<file path="src/rtl/token_bucket_rate_limiter_core_assert.svh">
// Assertion macros shared by the token bucket limiter RTL.
`ifndef TOKEN_BUCKET_RATE_LIMITER_CORE_ASSERT_SVH
`define TOKEN_BUCKET_RATE_LIMITER_CORE_ASSERT_SVH
`ifndef SYNTH
// Check that prop holds at every clock edge outside reset.
`define TBRL_ASSERT(label, clk, rst_n, prop) \
	label: assert property (@(posedge clk) disable iff (!rst_n) prop) \
		else $error("tbrl assertion failed");
// Check that cond is never true at a clock edge outside reset.
`define TBRL_ASSERT_NEVER(label, clk, rst_n, cond) \
	label: assert property (@(posedge clk) disable iff (!rst_n) !(cond)) \
		else $error("tbrl forbidden condition seen");
`else
`define TBRL_ASSERT(label, clk, rst_n, prop)
`define TBRL_ASSERT_NEVER(label, clk, rst_n, cond)
`endif
`endif

</file>
<file path="src/rtl/tbrl_pkg.sv">
// Types and constants of the token bucket rate limiter.
package tbrl_pkg;

	localparam int CAP_W      = 16;
	localparam int RATE_W     = 32;
	localparam int CMD_W      = 2;
	localparam int REG_IDX_W  = 1;
	localparam int CFG_DATA_W = 32;

	localparam logic [CAP_W-1:0]  CAPACITY_RST   = 16'd16;
	localparam logic [RATE_W-1:0] TOKEN_RATE_RST = 32'd65536;

	typedef enum logic [CMD_W-1:0] {
		CMD_REQUEST = 2'd0,
		CMD_QUERY   = 2'd1,
		CMD_RESET   = 2'd2
	} cmd_t;

	typedef enum logic [REG_IDX_W-1:0] {
		REG_CAPACITY   = 1'd0,
		REG_TOKEN_RATE = 1'd1
	} reg_idx_t;

	typedef struct packed {
		logic [CAP_W-1:0]  capacity;
		logic [RATE_W-1:0] token_rate;
	} bucket_cfg_t;

endpackage

</file>
<file path="src/rtl/tbrl_item_if.sv">
// Input channel: command word with a millisecond timestamp.
interface tbrl_item_if #(
	parameter int TIME_BITS = 48
);
	logic                         valid;
	logic                         ready;
	logic [tbrl_pkg::CMD_W-1:0]   cmd;
	logic [TIME_BITS-1:0]         now_ms;

	modport source (output valid, output cmd, output now_ms, input ready);
	modport sink (input valid, input cmd, input now_ms, output ready);
endinterface

</file>
<file path="src/rtl/tbrl_result_if.sv">
// Result channel: grant flag, whole tokens and the two counters.
interface tbrl_result_if #(
	parameter int COUNT_BITS = 48
);
	logic                          valid;
	logic                          ready;
	logic                          allowed;
	logic [tbrl_pkg::CAP_W-1:0]    available;
	logic [COUNT_BITS-1:0]         allowed_total;
	logic [COUNT_BITS-1:0]         rejected_total;

	modport source (output valid, output allowed, output available,
		output allowed_total, output rejected_total, input ready);
	modport sink (input valid, input allowed, input available,
		input allowed_total, input rejected_total, output ready);
endinterface

</file>
<file path="src/rtl/tbrl_cfg_if.sv">
// Configuration write channel: register index and write data.
interface tbrl_cfg_if;
	logic                            valid;
	logic                            ready;
	logic [tbrl_pkg::REG_IDX_W-1:0]  index;
	logic [tbrl_pkg::CFG_DATA_W-1:0] data;

	modport source (output valid, output index, output data, input ready);
	modport sink (input valid, input index, input data, output ready);
endinterface

</file>
<file path="src/rtl/tbrl_bucket.sv">
// Bucket state and its combinational refill, take and count update.
module tbrl_bucket #(
	parameter int FRAC_BITS  = 16,
	parameter int TIME_BITS  = 48,
	parameter int COUNT_BITS = 48
) (
	input  logic                         clk,
	input  logic                         arst_n,
	input  logic                         fire,
	input  tbrl_pkg::cmd_t               cmd,
	input  logic [TIME_BITS-1:0]         now_ms,
	input  tbrl_pkg::bucket_cfg_t        cfg,
	output logic                         allowed,
	output logic [tbrl_pkg::CAP_W-1:0]   available,
	output logic [COUNT_BITS-1:0]        allowed_total,
	output logic [COUNT_BITS-1:0]        rejected_total
);
	localparam int LVL_W  = tbrl_pkg::CAP_W + FRAC_BITS;
	localparam int PROD_W = 2 * tbrl_pkg::RATE_W;
	localparam logic [LVL_W-1:0] ONE_TOKEN = LVL_W'(1) << FRAC_BITS;

	logic [LVL_W-1:0]      level_q;
	logic [TIME_BITS-1:0]  last_q;
	logic                  base_q;
	logic [COUNT_BITS-1:0] grant_q;
	logic [COUNT_BITS-1:0] refuse_q;

	logic [LVL_W-1:0]      level_d;
	logic [TIME_BITS-1:0]  last_d;
	logic                  base_d;
	logic [COUNT_BITS-1:0] grant_d;
	logic [COUNT_BITS-1:0] refuse_d;

	logic [LVL_W-1:0]      cap_lvl;
	logic [TIME_BITS-1:0]  elapsed;
	logic                  elapsed_hi;
	logic [PROD_W-1:0]     gain;
	logic                  rate_nz;
	logic                  refill_sat;
	logic [LVL_W:0]        sum;
	logic [LVL_W-1:0]      filled;
	logic [LVL_W-1:0]      refilled;
	logic [TIME_BITS-1:0]  last_ref;
	logic                  ok;

	assign cap_lvl    = {cfg.capacity, {FRAC_BITS{1'b0}}};
	assign elapsed    = now_ms - last_q;
	assign elapsed_hi = (elapsed >> tbrl_pkg::RATE_W) != '0;
	assign gain       = PROD_W'(elapsed[tbrl_pkg::RATE_W-1:0]) * PROD_W'(cfg.token_rate);
	assign rate_nz    = cfg.token_rate != '0;
	// Gain above the full level (or a huge gap at any nonzero rate) pins the bucket full
	assign refill_sat = rate_nz && (elapsed_hi || (gain > PROD_W'(cap_lvl)));
	assign sum        = {1'b0, level_q} + {1'b0, gain[LVL_W-1:0]};
	assign filled     = (sum > {1'b0, cap_lvl}) ? cap_lvl : sum[LVL_W-1:0];

	// Refill: first stamp or a backward stamp only moves the baseline
	always_comb begin
		refilled = level_q;
		last_ref = last_q;
		if (!base_q || now_ms < last_q) begin
			last_ref = now_ms;
		end else if (now_ms != last_q) begin
			refilled = refill_sat ? cap_lvl : filled;
			last_ref = now_ms;
		end
	end

	always_comb begin
		level_d  = level_q;
		last_d   = last_q;
		base_d   = base_q;
		grant_d  = grant_q;
		refuse_d = refuse_q;
		ok       = 1'b0;
		case (cmd)
			tbrl_pkg::CMD_REQUEST: begin
				last_d = last_ref;
				base_d = 1'b1;
				if (refilled >= ONE_TOKEN) begin
					level_d = refilled - ONE_TOKEN;
					grant_d = (grant_q == '1) ? grant_q : grant_q + 1'b1;
					ok      = 1'b1;
				end else begin
					level_d  = refilled;
					refuse_d = (refuse_q == '1) ? refuse_q : refuse_q + 1'b1;
				end
			end
			tbrl_pkg::CMD_QUERY: begin
				level_d = refilled;
				last_d  = last_ref;
				base_d  = 1'b1;
			end
			tbrl_pkg::CMD_RESET: begin
				level_d  = cap_lvl;
				base_d   = 1'b0;
				grant_d  = '0;
				refuse_d = '0;
			end
			default: begin
			end
		endcase
	end

	always_ff @(posedge clk or negedge arst_n) begin
		if (!arst_n) begin
			level_q  <= {tbrl_pkg::CAPACITY_RST, {FRAC_BITS{1'b0}}};
			last_q   <= '0;
			base_q   <= 1'b0;
			grant_q  <= '0;
			refuse_q <= '0;
		end else if (fire) begin
			level_q  <= level_d;
			last_q   <= last_d;
			base_q   <= base_d;
			grant_q  <= grant_d;
			refuse_q <= refuse_d;
		end
	end

	assign allowed        = ok;
	assign available      = level_d[LVL_W-1:FRAC_BITS];
	assign allowed_total  = grant_d;
	assign rejected_total = refuse_d;
endmodule

</file>
<file path="src/rtl/token_bucket_rate_limiter_core.sv">
// Top level of the token bucket rate limiter.
// Usage:
//   item   (sink)   : cmd (0 request, 1 query, 2 reset) and now_ms; one word per item.
//   result (source) : allowed, available, allowed_total, rejected_total; one word per item.
//   cfg    (sink)   : index 0 writes capacity, index 1 writes token_rate (Q.FRAC_BITS).
//                     Always ready; write only while no item is in flight.
// Flow: an accepted word lands in the input register; once the output register is
//   free or being drained it is processed against the bucket state and its result
//   is loaded into the output register.
// Throughput: one item per cycle while result.ready is high; the refill subtract, a
//   32x32 multiply, the clamp and the take all fit between the input and output
//   registers, and the bucket state updates on the same edge that loads the result.
// Stall: while the result sits untaken the input register still holds one item;
//   item.ready drops only once both registers are full.
// Reset: arst_n clears both handshake stages, fills the bucket to the reset
//   capacity, clears the counters and the time baseline, and restores the
//   register defaults (capacity 16, token_rate 1.0 token per ms).
`include "token_bucket_rate_limiter_core_assert.svh"
module token_bucket_rate_limiter_core #(
	parameter int FRAC_BITS  = 16,
	parameter int TIME_BITS  = 48,
	parameter int COUNT_BITS = 48
) (
	input  logic                 clk,
	input  logic                 arst_n,
	tbrl_item_if.sink            item,
	tbrl_result_if.source        result,
	tbrl_cfg_if.sink             cfg
);
	// Configuration registers
	tbrl_pkg::bucket_cfg_t cfg_q;

	// Input stage
	logic                  valid_s1;
	tbrl_pkg::cmd_t        cmd_s1;
	logic [TIME_BITS-1:0]  now_s1;

	// Output stage
	logic                          out_valid_q;
	logic                          allowed_q;
	logic [tbrl_pkg::CAP_W-1:0]    available_q;
	logic [COUNT_BITS-1:0]         allowed_total_q;
	logic [COUNT_BITS-1:0]         rejected_total_q;

	logic                          advance;
	logic                          nxt_allowed;
	logic [tbrl_pkg::CAP_W-1:0]    nxt_available;
	logic [COUNT_BITS-1:0]         nxt_allowed_total;
	logic [COUNT_BITS-1:0]         nxt_rejected_total;

	// Config writes land immediately
	assign cfg.ready = 1'b1;

	always_ff @(posedge clk or negedge arst_n) begin
		if (!arst_n) begin
			cfg_q.capacity   <= tbrl_pkg::CAPACITY_RST;
			cfg_q.token_rate <= tbrl_pkg::TOKEN_RATE_RST;
		end else if (cfg.valid) begin
			case (tbrl_pkg::reg_idx_t'(cfg.index))
				tbrl_pkg::REG_CAPACITY:   cfg_q.capacity   <= cfg.data[tbrl_pkg::CAP_W-1:0];
				tbrl_pkg::REG_TOKEN_RATE: cfg_q.token_rate <= cfg.data[tbrl_pkg::RATE_W-1:0];
				default: begin
				end
			endcase
		end
	end

	// Process the held word when the output register is free or being drained
	assign advance    = valid_s1 && (!out_valid_q || result.ready);
	assign item.ready = !valid_s1 || advance;

	always_ff @(posedge clk or negedge arst_n) begin
		if (!arst_n) begin
			valid_s1 <= 1'b0;
		end else if (item.valid && item.ready) begin
			valid_s1 <= 1'b1;
		end else if (advance) begin
			valid_s1 <= 1'b0;
		end
	end

	// Payload only loads on accept; no reset needed
	always_ff @(posedge clk) begin
		if (item.valid && item.ready) begin
			cmd_s1 <= tbrl_pkg::cmd_t'(item.cmd);
			now_s1 <= item.now_ms;
		end
	end

	tbrl_bucket #(
		.FRAC_BITS  (FRAC_BITS),
		.TIME_BITS  (TIME_BITS),
		.COUNT_BITS (COUNT_BITS)
	) u_bucket (
		.clk            (clk),
		.arst_n         (arst_n),
		.fire           (advance),
		.cmd            (cmd_s1),
		.now_ms         (now_s1),
		.cfg            (cfg_q),
		.allowed        (nxt_allowed),
		.available      (nxt_available),
		.allowed_total  (nxt_allowed_total),
		.rejected_total (nxt_rejected_total)
	);

	always_ff @(posedge clk or negedge arst_n) begin
		if (!arst_n) begin
			out_valid_q <= 1'b0;
		end else if (advance) begin
			out_valid_q <= 1'b1;
		end else if (result.ready) begin
			out_valid_q <= 1'b0;
		end
	end

	// Hold the result until taken; load a fresh one on advance
	always_ff @(posedge clk) begin
		if (advance) begin
			allowed_q        <= nxt_allowed;
			available_q      <= nxt_available;
			allowed_total_q  <= nxt_allowed_total;
			rejected_total_q <= nxt_rejected_total;
		end
	end

	assign result.valid          = out_valid_q;
	assign result.allowed        = allowed_q;
	assign result.available      = available_q;
	assign result.allowed_total  = allowed_total_q;
	assign result.rejected_total = rejected_total_q;

	`TBRL_ASSERT(a_accept_fills_s1, clk, arst_n, (item.valid && item.ready) |=> valid_s1)
	`TBRL_ASSERT_NEVER(a_no_accept_when_full, clk, arst_n, valid_s1 && out_valid_q && !result.ready && item.ready)
	`TBRL_ASSERT(a_grant_counted, clk, arst_n, (result.valid && result.allowed) |-> (result.allowed_total != '0))
	`TBRL_ASSERT(a_reset_clears_counts, clk, arst_n, (advance && cmd_s1 == tbrl_pkg::CMD_RESET) |=> (result.allowed_total == '0 && result.rejected_total == '0))
endmodule

</file>
<file path="src/flat_wrapper.sv">
// flat-port wrapper written by rule: the top's interface ports become plain ports
module token_bucket_rate_limiter_core_flat 
#(
	parameter int FRAC_BITS  = 16,
	parameter int TIME_BITS  = 48,
	parameter int COUNT_BITS = 48
)
  (clk, arst_n, item_valid, item_cmd, item_now_ms, item_ready, result_valid, result_allowed, result_available, result_allowed_total, result_rejected_total, result_ready, cfg_valid, cfg_index, cfg_data, cfg_ready);
  tbrl_item_if #(.TIME_BITS(TIME_BITS)) item_i ();
  tbrl_result_if #(.COUNT_BITS(COUNT_BITS)) result_i ();
  tbrl_cfg_if cfg_i ();
  input  logic clk;
  input  logic arst_n;
  input wire logic [$bits(item_i.valid)-1:0] item_valid;
  input wire logic [$bits(item_i.cmd)-1:0] item_cmd;
  input wire logic [$bits(item_i.now_ms)-1:0] item_now_ms;
  output wire logic [$bits(item_i.ready)-1:0] item_ready;
  output wire logic [$bits(result_i.valid)-1:0] result_valid;
  output wire logic [$bits(result_i.allowed)-1:0] result_allowed;
  output wire logic [$bits(result_i.available)-1:0] result_available;
  output wire logic [$bits(result_i.allowed_total)-1:0] result_allowed_total;
  output wire logic [$bits(result_i.rejected_total)-1:0] result_rejected_total;
  input wire logic [$bits(result_i.ready)-1:0] result_ready;
  input wire logic [$bits(cfg_i.valid)-1:0] cfg_valid;
  input wire logic [$bits(cfg_i.index)-1:0] cfg_index;
  input wire logic [$bits(cfg_i.data)-1:0] cfg_data;
  output wire logic [$bits(cfg_i.ready)-1:0] cfg_ready;
  assign item_i.valid = item_valid;
  assign item_i.cmd = item_cmd;
  assign item_i.now_ms = item_now_ms;
  assign item_ready = item_i.ready;
  assign result_valid = result_i.valid;
  assign result_allowed = result_i.allowed;
  assign result_available = result_i.available;
  assign result_allowed_total = result_i.allowed_total;
  assign result_rejected_total = result_i.rejected_total;
  assign result_i.ready = result_ready;
  assign cfg_i.valid = cfg_valid;
  assign cfg_i.index = cfg_index;
  assign cfg_i.data = cfg_data;
  assign cfg_ready = cfg_i.ready;
  token_bucket_rate_limiter_core #(.FRAC_BITS(FRAC_BITS), .TIME_BITS(TIME_BITS), .COUNT_BITS(COUNT_BITS)) u_core (.clk(clk), .arst_n(arst_n), .item(item_i), .result(result_i), .cfg(cfg_i));
endmodule
</file>
<file path="config.mk">
export PLATFORM = sky130hd
export DESIGN_NAME = token_bucket_rate_limiter_core_flat
export DESIGN_NICKNAME = d
export VERILOG_FILES = /design/src/rtl/tbrl_pkg.sv /design/src/rtl/tbrl_item_if.sv /design/src/rtl/tbrl_result_if.sv /design/src/rtl/tbrl_cfg_if.sv /design/src/rtl/tbrl_bucket.sv /design/src/rtl/token_bucket_rate_limiter_core.sv /design/src/flat_wrapper.sv
export VERILOG_INCLUDE_DIRS = /design/src /design/src/rtl
export SDC_FILE = /design/constraint.sdc
export NUM_CORES = 2
export LEC_CHECK = 0
export BUFFER_PORTS_ARGS = -buffer_cell sky130_fd_sc_hd__buf_2
export CAP_MARGIN = 20
export CORE_MARGIN = 2
export CORE_UTILIZATION = 65
export DETAILED_ROUTE_END_ITERATION = 10
export PLACE_DENSITY = 0.92
export SLEW_MARGIN = 10
export SYNTH_ARGS = -nofsm -noshare
export SYNTH_HDL_FRONTEND = slang
export SYNTH_HIERARCHICAL = 1
export SYNTH_SLANG_ARGS = --single-unit
</file>
<file path="constraint.sdc">
create_clock -name clk -period 25.6 [get_ports clk]
set_input_delay 1.28 -clock clk [delete_from_list [all_inputs] [get_ports clk]]
set_output_delay 1.28 -clock clk [all_outputs]
set_load 0.05 [all_outputs]
</file>
Word level (Yosys, flattened, before mapping)
Cells that the tools add are included.
{"block": "op_classes", "add_sub_neg": 5, "n_mul": 1, "magnitude_cmp": 4, "eq_ne": 5, "muxes": 20, "bitwise_logic": 1, "n_reduce_logical": 24}
{"op": "two-way mux 48 bit", "count": 6}
{"op": "case mux 48 bit (2 select lines)", "count": 2}
{"op": "two-way mux 32 bit", "count": 5}
{"op": "adder 48 x 1 -> 48 bit, second input constant", "count": 2}
{"op": "== test 48 bit, second input constant", "count": 2}
{"op": "case mux 32 bit (3 select lines)", "count": 1}
{"op": "> comparator 64 x 32 -> 1 bit", "count": 1}
{"op": "multiplier 32 x 32 -> 64 bit", "count": 1}
{"op": "less-than comparator 48 bit", "count": 1}
{"op": "inequality test 48 bit", "count": 1}
{"op": "nonzero test 48 bit", "count": 1}
{"op": "subtractor 48 bit", "count": 1}
{"op": "adder 32 x 32 -> 33 bit", "count": 1}
{"op": "> comparator 33 x 32 -> 1 bit", "count": 1}
{"op": "greater-or-equal comparator 32 x 17 -> 1 bit, second input constant", "count": 1}
{"op": "nonzero test 32 bit", "count": 1}
{"op": "subtractor 32 x 17 -> 32 bit, second input constant", "count": 1}
{"op": "AND reduction 2 bit", "count": 4}
{"op": "nonzero test 2 bit", "count": 4}
{"op": "two-way mux 1 bit", "count": 5}
{"op": "logical OR 1 bit", "count": 4}
{"op": "logical AND 1 bit", "count": 3}
{"op": "zero test 1 bit", "count": 3}
{"op": "AND reduction 3 bit", "count": 1}
{"op": "other kinds (7)", "count": 7}
{"block": "totals", "ff_bits": 390, "output_inout_bits": 116}

Depth between registers and ports, before layout
{"block": "logic_depth", "depth_word": 11, "depth_mapped": 68, "mapped_depth_nobuf": 61}

Hierarchy
Netlist, hierarchy kept.
{"module": "tbrl_bucket", "n_inst": 1, "cells_per_inst": 6299, "area_each_um2": 51718.4, "seq_area_each_um2": 4430.5}
{"module": "token_bucket_rate_limiter_core", "n_inst": 1, "cells_per_inst": 276, "area_each_um2": 6817.8, "seq_area_each_um2": 6148.4}

Worst setup path after synthesis
Ideal clock, no wire load.
{"block": "synth_timing", "path_type": "register to register", "start": "register u_core.now_s1[0]", "end": "register u_core.available_q, in the netlist u_core/result.available[1] (data pin)", "setup_ns": 0.251, "t_arrival_ns": 14.068, "required_time_ns": 25.349, "path_slack_ns": 11.281, "path_stages_with_launch": 66, "path_buffers": 8, "path_cell_list": "edfxtp_1 > inv_1 > ha_1 > fa_1 > nand2b_1 > a21o_1 > a21o_1 > o21ai_0 > xor2_1 > clkbuf_1 > and2_1 > fa_1 > fa_1 > fa_1 > inv_1 > fa_1 > inv_1 > fa_1 > (+30 left out) > clkbuf_1 > and2_0 > clkbuf_1 > o21ai_0 > o21ai_0 > ha_1 > nor4b_1 > nand4_1 > nor4_1 > o21ai_0 > a31o_2 > and2_1 > a41oi_2 > clkbuf_1 > buf_2 > nor3_1 > a221o_1 > buf_4"}
{"block": "synth_between", "elab_chain_cells": 11, "elab_cells_between_ends": 19}
{"item": "from (decl)", "line": "token_bucket_rate_limiter_core.sv:36", "rtl": "logic [TIME_BITS-1:0] now_s1;"}
{"item": "from (signal assigned)", "line": "token_bucket_rate_limiter_core.sv:86", "rtl": "now_s1 <= item.now_ms;"}
{"item": "subtractor 48 bit", "line": "tbrl_bucket.sv:47", "rtl": "assign elapsed = now_ms - last_q;"}
{"item": "multiplier 32 x 32 -> 64 bit", "line": "tbrl_bucket.sv:49", "rtl": "assign gain = PROD_W'(elapsed[tbrl_pkg::RATE_W-1:0]) * PROD_W'(cfg.token_rate);"}
{"item": "adder 32 x 32 -> 33 bit or > comparator 64 x 32 -> 1 bit (tied branches)", "line": "tbrl_bucket.sv:53, tbrl_bucket.sv:52"}
{"item": "> comparator 33 x 32 -> 1 bit or logical OR 1 bit (tied branches)", "line": "tbrl_bucket.sv:54, tbrl_bucket.sv:52"}
{"item": "two-way mux 32 bit or logical AND 1 bit (tied branches)", "line": "tbrl_bucket.sv:54, tbrl_bucket.sv:52"}
{"item": "two-way mux 32 bit", "line": "tbrl_bucket.sv:63", "rtl": "refilled = refill_sat ? cap_lvl : filled;"}
{"item": "two-way mux 32 bit", "line": "tbrl_bucket.sv:62", "rtl": "end else if (now_ms != last_q) begin"}
{"item": "two-way mux 32 bit *", "line": "tbrl_bucket.sv:60", "rtl": "if (!base_q || now_ms < last_q) begin"}
{"item": "subtractor 32 x 17 -> 32 bit or greater-or-equal comparator 32 x 17 -> 1 bit (tied branches)", "line": "tbrl_bucket.sv:80, tbrl_bucket.sv:79"}
{"item": "two-way mux 32 bit", "line": "tbrl_bucket.sv:79", "rtl": "if (refilled >= ONE_TOKEN) begin"}
{"item": "case mux 32 bit (3 select lines) *", "line": "tbrl_bucket.sv:75", "rtl": "case (cmd)"}
{"item": "via u_core.u_bucket.level_d[17]", "line": "tbrl_bucket.sv:28", "rtl": "logic [LVL_W-1:0] level_d;"}
{"item": "to (signal assigned)", "line": "token_bucket_rate_limiter_core.sv:121", "rtl": "available_q <= nxt_available;"}
{"item": "to (decl)", "line": "token_bucket_rate_limiter_core.sv:41", "rtl": "logic [tbrl_pkg::CAP_W-1:0] available_q;"}
Mark *: on every way through the listed nets, which the timed path passes. The rest lies on a longest branch.
A chain may end at the register's enable or synchronous reset.

Worst setup path in the final report
{"block": "layout_timing", "start": "register u_core.now_s1[3]", "end": "register u_core.allowed_total_q[13], in the netlist u_core/result.allowed_total[13] (data pin)"}
{"block": "layout_between", "elab_chain_cells": 11, "elab_cells_between_ends": 18}
{"item": "subtractor 48 bit", "line": "tbrl_bucket.sv:47"}
{"item": "multiplier 32 x 32 -> 64 bit", "line": "tbrl_bucket.sv:49"}
{"item": "adder 32 x 32 -> 33 bit or > comparator 64 x 32 -> 1 bit (tied branches)", "line": "tbrl_bucket.sv:53, tbrl_bucket.sv:52"}
{"item": "> comparator 33 x 32 -> 1 bit or logical OR 1 bit (tied branches)", "line": "tbrl_bucket.sv:54, tbrl_bucket.sv:52"}
{"item": "two-way mux 32 bit or logical AND 1 bit (tied branches)", "line": "tbrl_bucket.sv:54, tbrl_bucket.sv:52"}
{"item": "two-way mux 32 bit", "line": "tbrl_bucket.sv:63"}
{"item": "two-way mux 32 bit", "line": "tbrl_bucket.sv:62"}
{"item": "two-way mux 32 bit *", "line": "tbrl_bucket.sv:60"}
{"item": "greater-or-equal comparator 32 x 17 -> 1 bit *", "line": "tbrl_bucket.sv:79"}
{"item": "two-way mux 48 bit *", "line": "tbrl_bucket.sv:79"}
{"item": "case mux 48 bit (2 select lines) *", "line": "tbrl_bucket.sv:75"}
{"item": "via u_core.nxt_allowed_total[13]", "line": "token_bucket_rate_limiter_core.sv:48", "rtl": "logic [COUNT_BITS-1:0] nxt_allowed_total;"}
{"item": "to (signal assigned)", "line": "token_bucket_rate_limiter_core.sv:122", "rtl": "allowed_total_q <= nxt_allowed_total;"}
{"item": "to (decl)", "line": "token_bucket_rate_limiter_core.sv:42", "rtl": "logic [COUNT_BITS-1:0] allowed_total_q;"}
Marks and branches as above.

==> out/metrics.cfg <==
[timing]
final_max_slew_viol_count = 0
rsz0062_at_grt = false
tns_ns = 0
period_needed_ns = 17.91
setup_viol = 0
hold_viol = 0
finalClockSkew_ns = 0.0251
slew_headroom = 0.251
period_share = 0.700
max_freq_mhz = 55.8
worst_pin_slew_ns = 1.12

[layout]
final_cell_area_um2 = 62000
fin_util = 0.692
layout-drive-gt1-share = 0.0752
final_cell_mix = nand2_1, inv_1, fa_1
num-nets-final = 7897
layout_commonest_cell = nand2_1
area_growth_pct = 5.89
fin_cells = 7745

[synth]
async_flop_share = 0.582
avgSynthCellArea_um2 = 8.90
synth_edf_count = 163
seq_area_frac_synth = 0.181
synthesis.area_um2 = 58500
ys_types = 100
synthCells = 6575
yosysWarnings = 6
syn_nets = 7942
synthFlopType = dfrtp_1
synth_seq_cells = 390

[run]
maxCapViolCount = 0

[place]
dp.cells = 7658
gp_congestion = 1.03
placed_area_um2 = 60400
port_buffers = 202
hpwl_mm = 136

[drt]
drcViolationCount = 0
vias_per_cell = 6.42
dr.first_iter.drc_count = 5508
routedWlPerCell_um = 23.1
drtPass1Iterations = 10
via_count = 49700
final_antenna_net_count = 0
routed_wl_mm = 179

[setup_path]
endpoint_kind = flop
path_class = reg2reg
start_kind = flop
critPathMaxFanout = 43
cp_common_cell = fa_1
slowest_stage = o31ai_1
max_stage_delay_ns = 0.83
cp.required_ns = 25.96
crit_arrival_ns = 18.26

[cts]
cts_made_buffers = 46
clkSinkCount = 390
ctsHoldBuffers = 0
htreeDepth = 2
clkTransAtPathRegs_ns = 0.06
cts-root-buf = clkbuf_16
post_cts_resized = 0
cts_setup_buffers = 0
cts_tree = built
clk_latency_ns = 0.64
clock_path_buffers = 3

[die]
die_w_um = 304
floorplan.initialDensity = 0.653
die_area_um2 = 92500
die_y_um = 304
row_count = 110
io_pins = 204
core_area_um2 = 89600

[run_status]
status = completed

[grt]
first_global_vias = 52800
grt_antenna_before_repair = 7
grt_first_pass_wirelength_mm = 286
grt_max_degree = 106
overflow = 0
grtUsageTotal = 0.393

[min_path]
hold_path_class = reg2reg

## registers in the layout, indices dropped and copies added (netlist names)
signal / cells
u_core/result.rejected_total: 48
u_core/u_bucket/refuse_q: 48
u_core/u_bucket/last_q: 48
u_core/result.valid: 1
u_core/result.allowed: 1
u_core/u_bucket/level_q: 32
u_core/u_bucket/grant_q: 48
u_core/u_bucket/base_q: 1
u_core/result.allowed_total: 48
u_core/cmd_s1: 2
u_core/cfg_q: 48
u_core/valid_s1: 1
u_core/now_s1: 48
u_core/result.available: 16
## cells by family after synthesis
group           after synthesis  synth area share
buf+inv                    1341            0.0879
other cells                   1         0.0000641
simple gates               2364             0.198
xor+xnor                    158            0.0236
mux                          70            0.0137
compound gates              972             0.107
flops                       390             0.181
fa+ha+maj                  1279             0.389
## critical path: cells and delay by family (launching register included)
family,cells,cell delay [ns]
AO/OA/AOI/OAI,16,4.99
XOR/XNOR,2,0.39
adder cells (fa/ha/maj),12,5.47
buffers and inverters,6,1.14
flip-flops,1,0.41
AND/OR/NAND/NOR,17,5.12
## worst paths after layout
path	from	cells past startpoint	slack, ns	to
hold reg to reg	u_core/now_s1[7]$_DFFE_PP_	2	0.49	u_core/u_bucket/last_q[7]$_DFFE_PN0P_
max in group asynchronous	arst_n	3	22.59	u_core/u_bucket/refuse_q[47]$_DFFE_PN0P_
min in group asynchronous	arst_n	1	0.65	u_core/u_bucket/grant_q[45]$_DFFE_PN0P_
setup / recovery	u_core/now_s1[3]$_DFFE_PP_	53	7.69	u_core/result.allowed_total[13]$_DFFE_PP_
hold / removal	u_core/now_s1[7]$_DFFE_PP_	2	0.49	u_core/u_bucket/last_q[7]$_DFFE_PN0P_
setup reg to reg	u_core/now_s1[3]$_DFFE_PP_	53	7.69	u_core/result.allowed_total[13]$_DFFE_PP_
## layout make-up
type                       instances  area [um2]
multi-input combinational       4844       43100
fill                            6406       27600
sequential                       390       10600
inverter                         957        3590
timing repair buffer             291        1690
tap                             1176        1470
clock buffer                      61        1260
clock inverter                    24         309
antenna                            2        5.00
## stage by stage
stage               hold slack, ns  setup WS, ns
finish                       0.492          7.69
CTS                          0.492          8.13
global placement             0.465          8.53
floorplan                    0.449         11.28
detailed placement           0.477          8.14
global route                 0.524          6.73
## cell usage after synthesis, types with 20 or more instances
cell      count  share of area
clkbuf_1    332          0.021
ha_1        381          0.081
nand3_1     134          0.011
o21ai_0     233          0.020
or3_1        42         0.0045
nor2b_1      66         0.0071
nor3_1       63         0.0054
nor2_1      294          0.019
xor2_1       68          0.010
o21a_1       29         0.0037
fa_1        898           0.31
nor4_1       46         0.0049
o211ai_1     63         0.0081
xnor2_1      90          0.013
dfrtp_1     224          0.096
nand2_1     966          0.062
a22o_1       20         0.0030
inv_1       957          0.061
o31ai_1      33         0.0042
a21o_1       54         0.0069
mux2_2       40         0.0077
a31oi_1      37         0.0040
a211oi_1     28         0.0036
buf_2        24         0.0021
edfxtp_1    163          0.084
nand4_1      89         0.0095
nand2b_1     65         0.0069
a21oi_1     239          0.020
o21ai_1      37         0.0032
or4_1        39         0.0050
and3_1       58         0.0062
and2_1      434          0.046
## per-layer routing
layer	part of all wire	track usage	vias up	wire length, um
met5	0.00019	0	-	34
met4	0.074	0.253	6	13300
met3	0.10	0.0771	914	18400
met2	0.47	0.641	3430	84200
met1	0.35	0.480	24200	63100
li1	-	-	21200	-
Power is left out: the tool's default activity adds up to more than one toggle a clock period on the data nets, which glitch-free logic cannot reach.
